$ cat src/sv/spq_pkg.sv
// ----------------------------------------------------------------------------
// spq_pkg: shared types and constants of the sorted priority queue
// Holds the queue depth, the operation codes and the entry and control types.
// ----------------------------------------------------------------------------
package spq_pkg;

  localparam int unsigned QUEUE_DEPTH = 16;
  localparam int unsigned DATA_W      = 32;
  localparam int unsigned CNT_W       = $clog2(QUEUE_DEPTH + 1);

  typedef enum logic [0:0] {
    KIND_ENQ = 1'b0,
    KIND_DEQ = 1'b1
  } spq_kind_e;

  typedef struct packed {
    logic signed [DATA_W-1:0] value;
    logic signed [DATA_W-1:0] rank;
  } spq_entry_t;

  typedef struct packed {
    logic enq;
    logic deq;
  } spq_ctrl_t;

endpackage

$ cat src/sv/spq_if.sv
// ----------------------------------------------------------------------------
// spq_in_if / spq_out_if: valid-ready channels of the sorted priority queue
// One interface for operation items, one for result items.
// ----------------------------------------------------------------------------
interface spq_in_if;
  logic                                valid;
  logic                                ready;
  logic [0:0]                          kind;
  logic signed [spq_pkg::DATA_W-1:0]   item_value;
  logic signed [spq_pkg::DATA_W-1:0]   item_rank;

  modport source (output valid, kind, item_value, item_rank, input ready);
  modport sink   (input valid, kind, item_value, item_rank, output ready);
endinterface

interface spq_out_if;
  logic                                valid;
  logic                                ready;
  logic signed [spq_pkg::DATA_W-1:0]   head_value;
  logic signed [spq_pkg::DATA_W-1:0]   head_rank;
  logic                                head_valid;
  logic                                underflow;
  logic                                overflow;
  logic [spq_pkg::CNT_W-1:0]           fill_level;

  modport source (output valid, head_value, head_rank, head_valid, underflow,
                  overflow, fill_level, input ready);
  modport sink   (input valid, head_value, head_rank, head_valid, underflow,
                  overflow, fill_level, output ready);
endinterface

$ cat src/sv/spq_cell.sv
// ----------------------------------------------------------------------------
// spq_cell: one slot of the sorted queue
// Keeps its entry, takes the new entry, or shifts from a neighbour.
// ----------------------------------------------------------------------------
module spq_cell (
  input  logic                clk_i,
  input  spq_pkg::spq_ctrl_t  ctrl_i,
  input  spq_pkg::spq_entry_t new_i,
  input  spq_pkg::spq_entry_t left_i,
  input  spq_pkg::spq_entry_t right_i,
  input  logic                left_stay_i,
  input  logic                occupied_i,
  output logic                stay_o,
  output spq_pkg::spq_entry_t entry_o
);

  spq_pkg::spq_entry_t entry_q, entry_d;

  // ties stay ahead of the new entry
  assign stay_o = occupied_i && (entry_q.rank <= new_i.rank);

  always_comb begin
    entry_d = entry_q;
    if (ctrl_i.deq) begin
      entry_d = right_i;
    end else if (ctrl_i.enq && !stay_o) begin
      entry_d = left_stay_i ? new_i : left_i;
    end
  end

  always_ff @(posedge clk_i) begin
    entry_q <= entry_d;
  end

  assign entry_o = entry_q;

endmodule

$ cat src/sv/sorted_priority_queue.sv
// ----------------------------------------------------------------------------
// sorted_priority_queue: bounded priority queue, lowest rank served first
// A row of slot cells kept in ascending rank order; equal ranks leave in
// arrival order. Enqueue on full flags overflow, dequeue on empty underflow.
//
//   channel  dir  payload                                        items
//   in_i     in   kind, item_value, item_rank                    operations
//   out_o    out  head_value, head_rank, head_valid, underflow,  one per op
//                 overflow, fill_level
//
// one item per cycle while results are taken: every cell decides locally in the accepting cycle
// the result is captured in the output register in the cycle after acceptance
// in_i.ready falls only while a result waits and out_o.ready is low
// reset empties the queue at once; slot contents need no clearing
// ----------------------------------------------------------------------------
module sorted_priority_queue (
  input  logic         clk_i,
  input  logic         rst_ni,
  spq_in_if.sink       in_i,
  spq_out_if.source    out_o
);

  localparam int unsigned Depth = spq_pkg::QUEUE_DEPTH;

  logic [spq_pkg::CNT_W-1:0] count_q, count_d;
  logic                      out_valid_q;
  spq_pkg::spq_entry_t       head_q;
  logic                      head_valid_q, underflow_q, overflow_q;

  logic                      acc, is_deq, full, empty;
  spq_pkg::spq_ctrl_t        ctrl;
  spq_pkg::spq_entry_t       new_entry;
  spq_pkg::spq_entry_t       cell_entry [Depth];
  logic                      cell_stay  [Depth];

  assign in_i.ready = !out_valid_q || out_o.ready;
  assign acc        = in_i.valid && in_i.ready;
  assign is_deq     = (in_i.kind == spq_pkg::KIND_DEQ);
  assign full       = (count_q == spq_pkg::CNT_W'(Depth));
  assign empty      = (count_q == '0);

  assign ctrl.enq = acc && !is_deq && !full;
  assign ctrl.deq = acc && is_deq && !empty;

  assign new_entry.value = in_i.item_value;
  assign new_entry.rank  = in_i.item_rank;

  for (genvar i = 0; i < Depth; i++) begin : g_cell
    spq_pkg::spq_entry_t left, right;
    logic                left_stay;

    if (i == 0) begin : g_first
      assign left      = '0;
      assign left_stay = 1'b1;
    end else begin : g_mid
      assign left      = cell_entry[i-1];
      assign left_stay = cell_stay[i-1];
    end

    if (i == Depth - 1) begin : g_last
      assign right = '0;
    end else begin : g_inner
      assign right = cell_entry[i+1];
    end

    spq_cell u_cell (
      .clk_i       (clk_i),
      .ctrl_i      (ctrl),
      .new_i       (new_entry),
      .left_i      (left),
      .right_i     (right),
      .left_stay_i (left_stay),
      .occupied_i  (spq_pkg::CNT_W'(i) < count_q),
      .stay_o      (cell_stay[i]),
      .entry_o     (cell_entry[i])
    );
  end

  always_comb begin
    count_d = count_q;
    if (ctrl.enq) begin
      count_d = count_q + spq_pkg::CNT_W'(1);
    end else if (ctrl.deq) begin
      count_d = count_q - spq_pkg::CNT_W'(1);
    end
  end

  always_ff @(posedge clk_i or negedge rst_ni) begin
    if (!rst_ni) begin
      count_q     <= '0;
      out_valid_q <= 1'b0;
    end else begin
      count_q <= count_d;
      if (acc) begin
        out_valid_q <= 1'b1;
      end else if (out_o.ready) begin
        out_valid_q <= 1'b0;
      end
    end
  end

  always_ff @(posedge clk_i) begin
    if (acc) begin
      head_q       <= ctrl.deq ? cell_entry[0] : '0;
      head_valid_q <= ctrl.deq;
      underflow_q  <= is_deq && empty;
      overflow_q   <= !is_deq && full;
    end
  end

  assign out_o.valid      = out_valid_q;
  assign out_o.head_value = head_q.value;
  assign out_o.head_rank  = head_q.rank;
  assign out_o.head_valid = head_valid_q;
  assign out_o.underflow  = underflow_q;
  assign out_o.overflow   = overflow_q;
  assign out_o.fill_level = count_q;

  a_count_bound : assert property (@(posedge clk_i) disable iff (!rst_ni)
    count_q <= spq_pkg::CNT_W'(Depth))
    else $error("entry count beyond depth");

  a_flags_excl : assert property (@(posedge clk_i) disable iff (!rst_ni)
    out_o.valid |-> ($countones({out_o.head_valid, out_o.underflow,
                                 out_o.overflow}) <= 1))
    else $error("result flags not exclusive");

  a_deq_count : assert property (@(posedge clk_i) disable iff (!rst_ni)
    ctrl.deq |=> (count_q == $past(count_q) - spq_pkg::CNT_W'(1)))
    else $error("dequeue did not lower the count");

  a_full_hold : assert property (@(posedge clk_i) disable iff (!rst_ni)
    (acc && !is_deq && full) |=> (count_q == $past(count_q) && out_o.overflow))
    else $error("enqueue on full changed the queue");

endmodule
$ cat src/flat_wrapper.sv
// flat-port wrapper written by rule: the top's interface ports become plain ports
module sorted_priority_queue_flat 
  (clk_i, rst_ni, in_i_valid, in_i_kind, in_i_item_value, in_i_item_rank, in_i_ready, out_o_valid, out_o_head_value, out_o_head_rank, out_o_head_valid, out_o_underflow, out_o_overflow, out_o_fill_level, out_o_ready);
  spq_in_if in_i_i ();
  spq_out_if out_o_i ();
  input  logic clk_i;
  input  logic rst_ni;
  input wire logic [$bits(in_i_i.valid)-1:0] in_i_valid;
  input wire logic [$bits(in_i_i.kind)-1:0] in_i_kind;
  input wire logic [$bits(in_i_i.item_value)-1:0] in_i_item_value;
  input wire logic [$bits(in_i_i.item_rank)-1:0] in_i_item_rank;
  output wire logic [$bits(in_i_i.ready)-1:0] in_i_ready;
  output wire logic [$bits(out_o_i.valid)-1:0] out_o_valid;
  output wire logic [$bits(out_o_i.head_value)-1:0] out_o_head_value;
  output wire logic [$bits(out_o_i.head_rank)-1:0] out_o_head_rank;
  output wire logic [$bits(out_o_i.head_valid)-1:0] out_o_head_valid;
  output wire logic [$bits(out_o_i.underflow)-1:0] out_o_underflow;
  output wire logic [$bits(out_o_i.overflow)-1:0] out_o_overflow;
  output wire logic [$bits(out_o_i.fill_level)-1:0] out_o_fill_level;
  input wire logic [$bits(out_o_i.ready)-1:0] out_o_ready;
  assign in_i_i.valid = in_i_valid;
  assign in_i_i.kind = in_i_kind;
  assign in_i_i.item_value = in_i_item_value;
  assign in_i_i.item_rank = in_i_item_rank;
  assign in_i_ready = in_i_i.ready;
  assign out_o_valid = out_o_i.valid;
  assign out_o_head_value = out_o_i.head_value;
  assign out_o_head_rank = out_o_i.head_rank;
  assign out_o_head_valid = out_o_i.head_valid;
  assign out_o_underflow = out_o_i.underflow;
  assign out_o_overflow = out_o_i.overflow;
  assign out_o_fill_level = out_o_i.fill_level;
  assign out_o_i.ready = out_o_ready;
  sorted_priority_queue u_core (.clk_i(clk_i), .rst_ni(rst_ni), .in_i(in_i_i), .out_o(out_o_i));
endmodule
$ cat config.mk
export PLATFORM = sky130hd
export DESIGN_NAME = sorted_priority_queue_flat
export DESIGN_NICKNAME = d
export VERILOG_FILES = /design/src/sv/spq_pkg.sv /design/src/sv/spq_if.sv /design/src/sv/spq_cell.sv /design/src/sv/sorted_priority_queue.sv /design/src/flat_wrapper.sv
export SDC_FILE = /design/constraint.sdc
export NUM_CORES = 2
export LEC_CHECK = 0
export BUFFER_PORTS_ARGS = -buffer_cell sky130_fd_sc_hd__buf_4
export CAP_MARGIN = 20
export CORE_UTILIZATION = 40
export CTS_BUF_LIST = sky130_fd_sc_hd__clkbuf_8
export DETAILED_ROUTE_END_ITERATION = 8
export PLACE_DENSITY = 0.52
export SETUP_SLACK_MARGIN = 0.5
export SLEW_MARGIN = 20
export SYNTH_ARGS = -nofsm -noshare
export SYNTH_HDL_FRONTEND = slang
export SYNTH_SLANG_ARGS = --single-unit
$ cat constraint.sdc
create_clock -name clk_i -period 10.1 [get_ports clk_i]
set_input_delay 2.525 -clock clk_i [delete_from_list [all_inputs] [get_ports clk_i]]
set_output_delay 2.525 -clock clk_i [all_outputs]
set_load 0.01 [all_outputs]
==> results_dict.tcl <==
set metrics [dict create \
    yosysSeqAreaShare_pct 49.8 \
    wl_um 265000 \
    cp.arrival_ns 7.67 \
    crit_type "in2reg" \
    p_leak_nw 26.9 \
    synth.avg_cell_area_um2 10.3 \
    path_buf_inv 4 \
    clockBufferDepth 3 \
    portBuffers 142 \
    r2r-end "u_core.g_cell[0].u_cell.entry_o[2]$_DFFE_PP_" \
    synth_top_area_share_pct 47.6 \
    hp-start "u_core.g_cell[15].u_cell.entry_o[59]$_SDFFE_PP0P_" \
    setup_slack_ns 3.02 \
    period_minus_slack_ns 7.08 \
    cpLargestDelayFamily "compound AO/OA/AOI/OAI gates" \
    die-area_um2 164000 \
    r2r_slack_ns 4.58 \
    floorplan.initialDensity_pct 40.3 \
    nNetsFinal 6843 \
    fin_crit_sh_pct 70.1 \
    status "finished, final reports clean" \
    yosysMostFrequentCell "nand2_1" \
    maxSlewViolCount 0 \
    worst_pin_slew_ns 1.24 \
    synthesis.area_um2 64800 \
    clock_latency_ns 0.96 \
    p_per_area_nw_per_um2 275 \
    gr-total-overflow 0 \
    antenna_found_initial 12 \
    r2r_start "u_core.g_cell[0].u_cell.entry_o[31]$_DFFE_PP_" \
    hold_viol_final 0 \
    syn_to_final_growth_pct 10.6 \
    gp_congestion 0.944 \
    worstHoldPathType "reg2reg" \
    syn_nets 6874 \
    setup_tns_ns 0 \
    finalSetupViolCount 0 \
    wl_per_cell_um 30.9 \
    cts_hold_buf 0 \
    fmax_mhz 141 \
    critPathLaunchType "primary input" \
    rsz0062_at_grt "false" \
    numCtsBuffers 200 \
    grt_max_degree 207 \
    path_max_fanout 49 \
    io_pins 143 \
    fillers 15500 \
    rr_worst_depth 10 \
    first_pass_iters 6 \
    finalPower_w 0.0197 \
    crit_chain "buf_4, inv_1, ha_1, and4_1, nand4_1, o21ai_1, nand3_1, o21ai_4, buf_4, or2_4, a21o_4, buf_4" \
    num_rows 147 \
    cts_num_sinks 1097 \
    die_h_um 405 \
    drtIter0Drc 6909 \
    synth.distinct_cells 81 \
    cpMaxStageDelayCell "a21o_4" \
    synthFlopType "edfxtp_1" \
    cts_tree "yes" \
    hold_path_depth 2 \
    drv_cap 0 \
    synth_area_leaders "edfxtp_1 48%, ha_1 9.9%, o211ai_1 7.5%" \
    synthArstFlopShare_pct 0.547 \
    hpwl_um 162000 \
    clkTransAtPathRegs_ns 0.06 \
    synth_common_cells "1058 x nand2_1, 1027 x edfxtp_1, 651 x o211ai_1, 540 x nand3_1, 515 x ha_1" \
    finalClockSkew_ns 0.0638 \
    post-route-drc-count 0 \
    critPathMaxStageDelay_ns 0.93 \
    syn_inst 6290 \
    h-tree-depth 4 \
    cpMostUsedCell "buf_4" \
    cts_resized 0 \
    die_x_um 405 \
    cts_setup_buffers 0 \
    fp.coreArea_um2 161000 \
    layout-drive-gt1-share_pct 8.43 \
    grt_usage_pct 31.6 \
    ir_worst_vdd_mv 0.359 \
    synth-seq-cells 1097 \
    crit_required_ns 10.69 \
    synth_edf_count 1027 \
    yosysWarnings 0 \
    antenna_left 0 \
    cp-end-kind "flip-flop" \
    relSlewSlack_pct 17.7 \
    min_to "u_core.g_cell[15].u_cell.entry_o[59]$_SDFFE_PP0P_" \
    yosys.area.top_type "edfxtp_1" \
    dp_slack_ns 2.14 \
    dr_total_vias 55200 \
    via_per_inst 6.42 \
    cts_root_buf "clkbuf_8" \
    grt_pass1_vias 52500 \
    grt_pass1_wl_um 377000 \
]
[cells by family after synthesis]
| family | count (synthesis) | synth area share [%] |
|---|---|---|
| compound gates | 1644 | 16.9 |
| xor+xnor | 3 | 0.0405 |
| flops | 1097 | 49.8 |
| buf+inv | 554 | 3.46 |
| mux | 287 | 4.50 |
| fa+ha+maj | 515 | 9.94 |
| simple gates | 2190 | 15.4 |
[flip-flops by register name, summed over array words and instances (netlist names)]
register                      count
u_core.out_o.head_valid           1
u_core.out_o.head_rank           32
u_core.out_o.fill_level           5
u_core.out_o.head_value          32
u_core.out_o.valid                1
u_core.out_o.overflow             1
u_core.g_cell.u_cell.entry_o   1024
u_core.out_o.underflow            1
[worst register-to-register path, cell delays in order, from the launching register on]
cell	delay [ns]
edfxtp_1	0.59
ha_1	0.62
and4_1	0.30
nand4_1	0.42
o21ai_1	0.60
nand3_1	0.22
o21ai_4	0.09
buf_4	0.43
or2_4	0.47
a21o_4	0.93
buf_4	0.49
[layer usage]
| layer | vias to the layer above | part of all wire [%] | global-route usage, % |
|---|---|---|---|
| met5 | - | 0.011 | 0 |
| met1 | 27500 | 42 | 42.7 |
| met2 | 2906 | 45 | 49.2 |
| li1 | 24200 | - | - |
| met4 | 4 | 4.6 | 14.4 |
| met3 | 591 | 8.5 | 5.63 |
[metrics by stage]
step	area, um^2	util (%)	instances	hold slack, ns
after floorplan	64800	-	6290	0.493
after global placement	67900	42.2	8216	0.508
after detailed placement	67900	42.2	8216	0.511
after CTS	71700	44.6	8586	0.526
after global routing	71700	44.6	8593	0.548
final	71700	44.6	8594	0.526
[placed cells by master, fill, tap and decap left out, drive strengths merged, types with 14 or more instances in the layout]
cell type  instances
nand4            233
a21o             142
ha               515
o31ai             68
mux2              33
nor2             180
edfxtp          1027
o211ai           651
nor2b             25
inv              179
nor3              20
clkbuf           220
o21ai            320
dfxtp             64
mux2i            254
a21oi            230
and2              66
and4              14
o21a              22
nand2           1058
clkinv            39
a31oi            130
nand3            540
buf              250
nor4              15
[power by group]
group          total [W]  switching, W  internal (W)  leakage (nW)
combinational    0.00784       0.00537       0.00247          14.3
clock            0.00411       0.00208       0.00203          2.29
sequential       0.00777      0.000976       0.00679          10.4
[how the worst max path moves through the flow]
stage / endpoint / depth (start not counted) / startpoint / slack (ns)
6_report: u_core.g_cell[0].u_cell.entry_o[2]$_DFFE_PP_ / 12 / in_i_item_rank[31] / 3.02
2_1_floorplan: u_core.g_cell[4].u_cell.entry_o[0]$_DFFE_PP_ / 11 / in_i_item_rank[25] / 0.62
4_1_cts: u_core.g_cell[0].u_cell.entry_o[2]$_DFFE_PP_ / 12 / in_i_item_rank[31] / 3.20
5_1_grt: u_core.g_cell[0].u_cell.entry_o[2]$_DFFE_PP_ / 12 / in_i_item_rank[31] / 3.12
3_5_place_dp: u_core.g_cell[0].u_cell.entry_o[15]$_DFFE_PP_ / 12 / in_i_item_rank[31] / 2.14
3_3_place_gp: u_core.g_cell[0].u_cell.entry_o[15]$_DFFE_PP_ / 12 / in_i_item_rank[31] / 2.15
[cell type report]
class | instances | area (um^2) | share of cell area [%]
clock buffers | 220 | 3030 | 4.22
diodes | 7 | 17.5 | 0.0244
repair buffers | 250 | 2030 | 2.84
inverters | 71 | 277 | 0.386
clock inverters | 150 | 721 | 1.01
multi-input cells | 4639 | 30700 | 42.8
well taps | 2160 | 2700 | 3.77
flip-flops and latches | 1097 | 32300 | 45.0
Power figures use the tool's default switching activity.
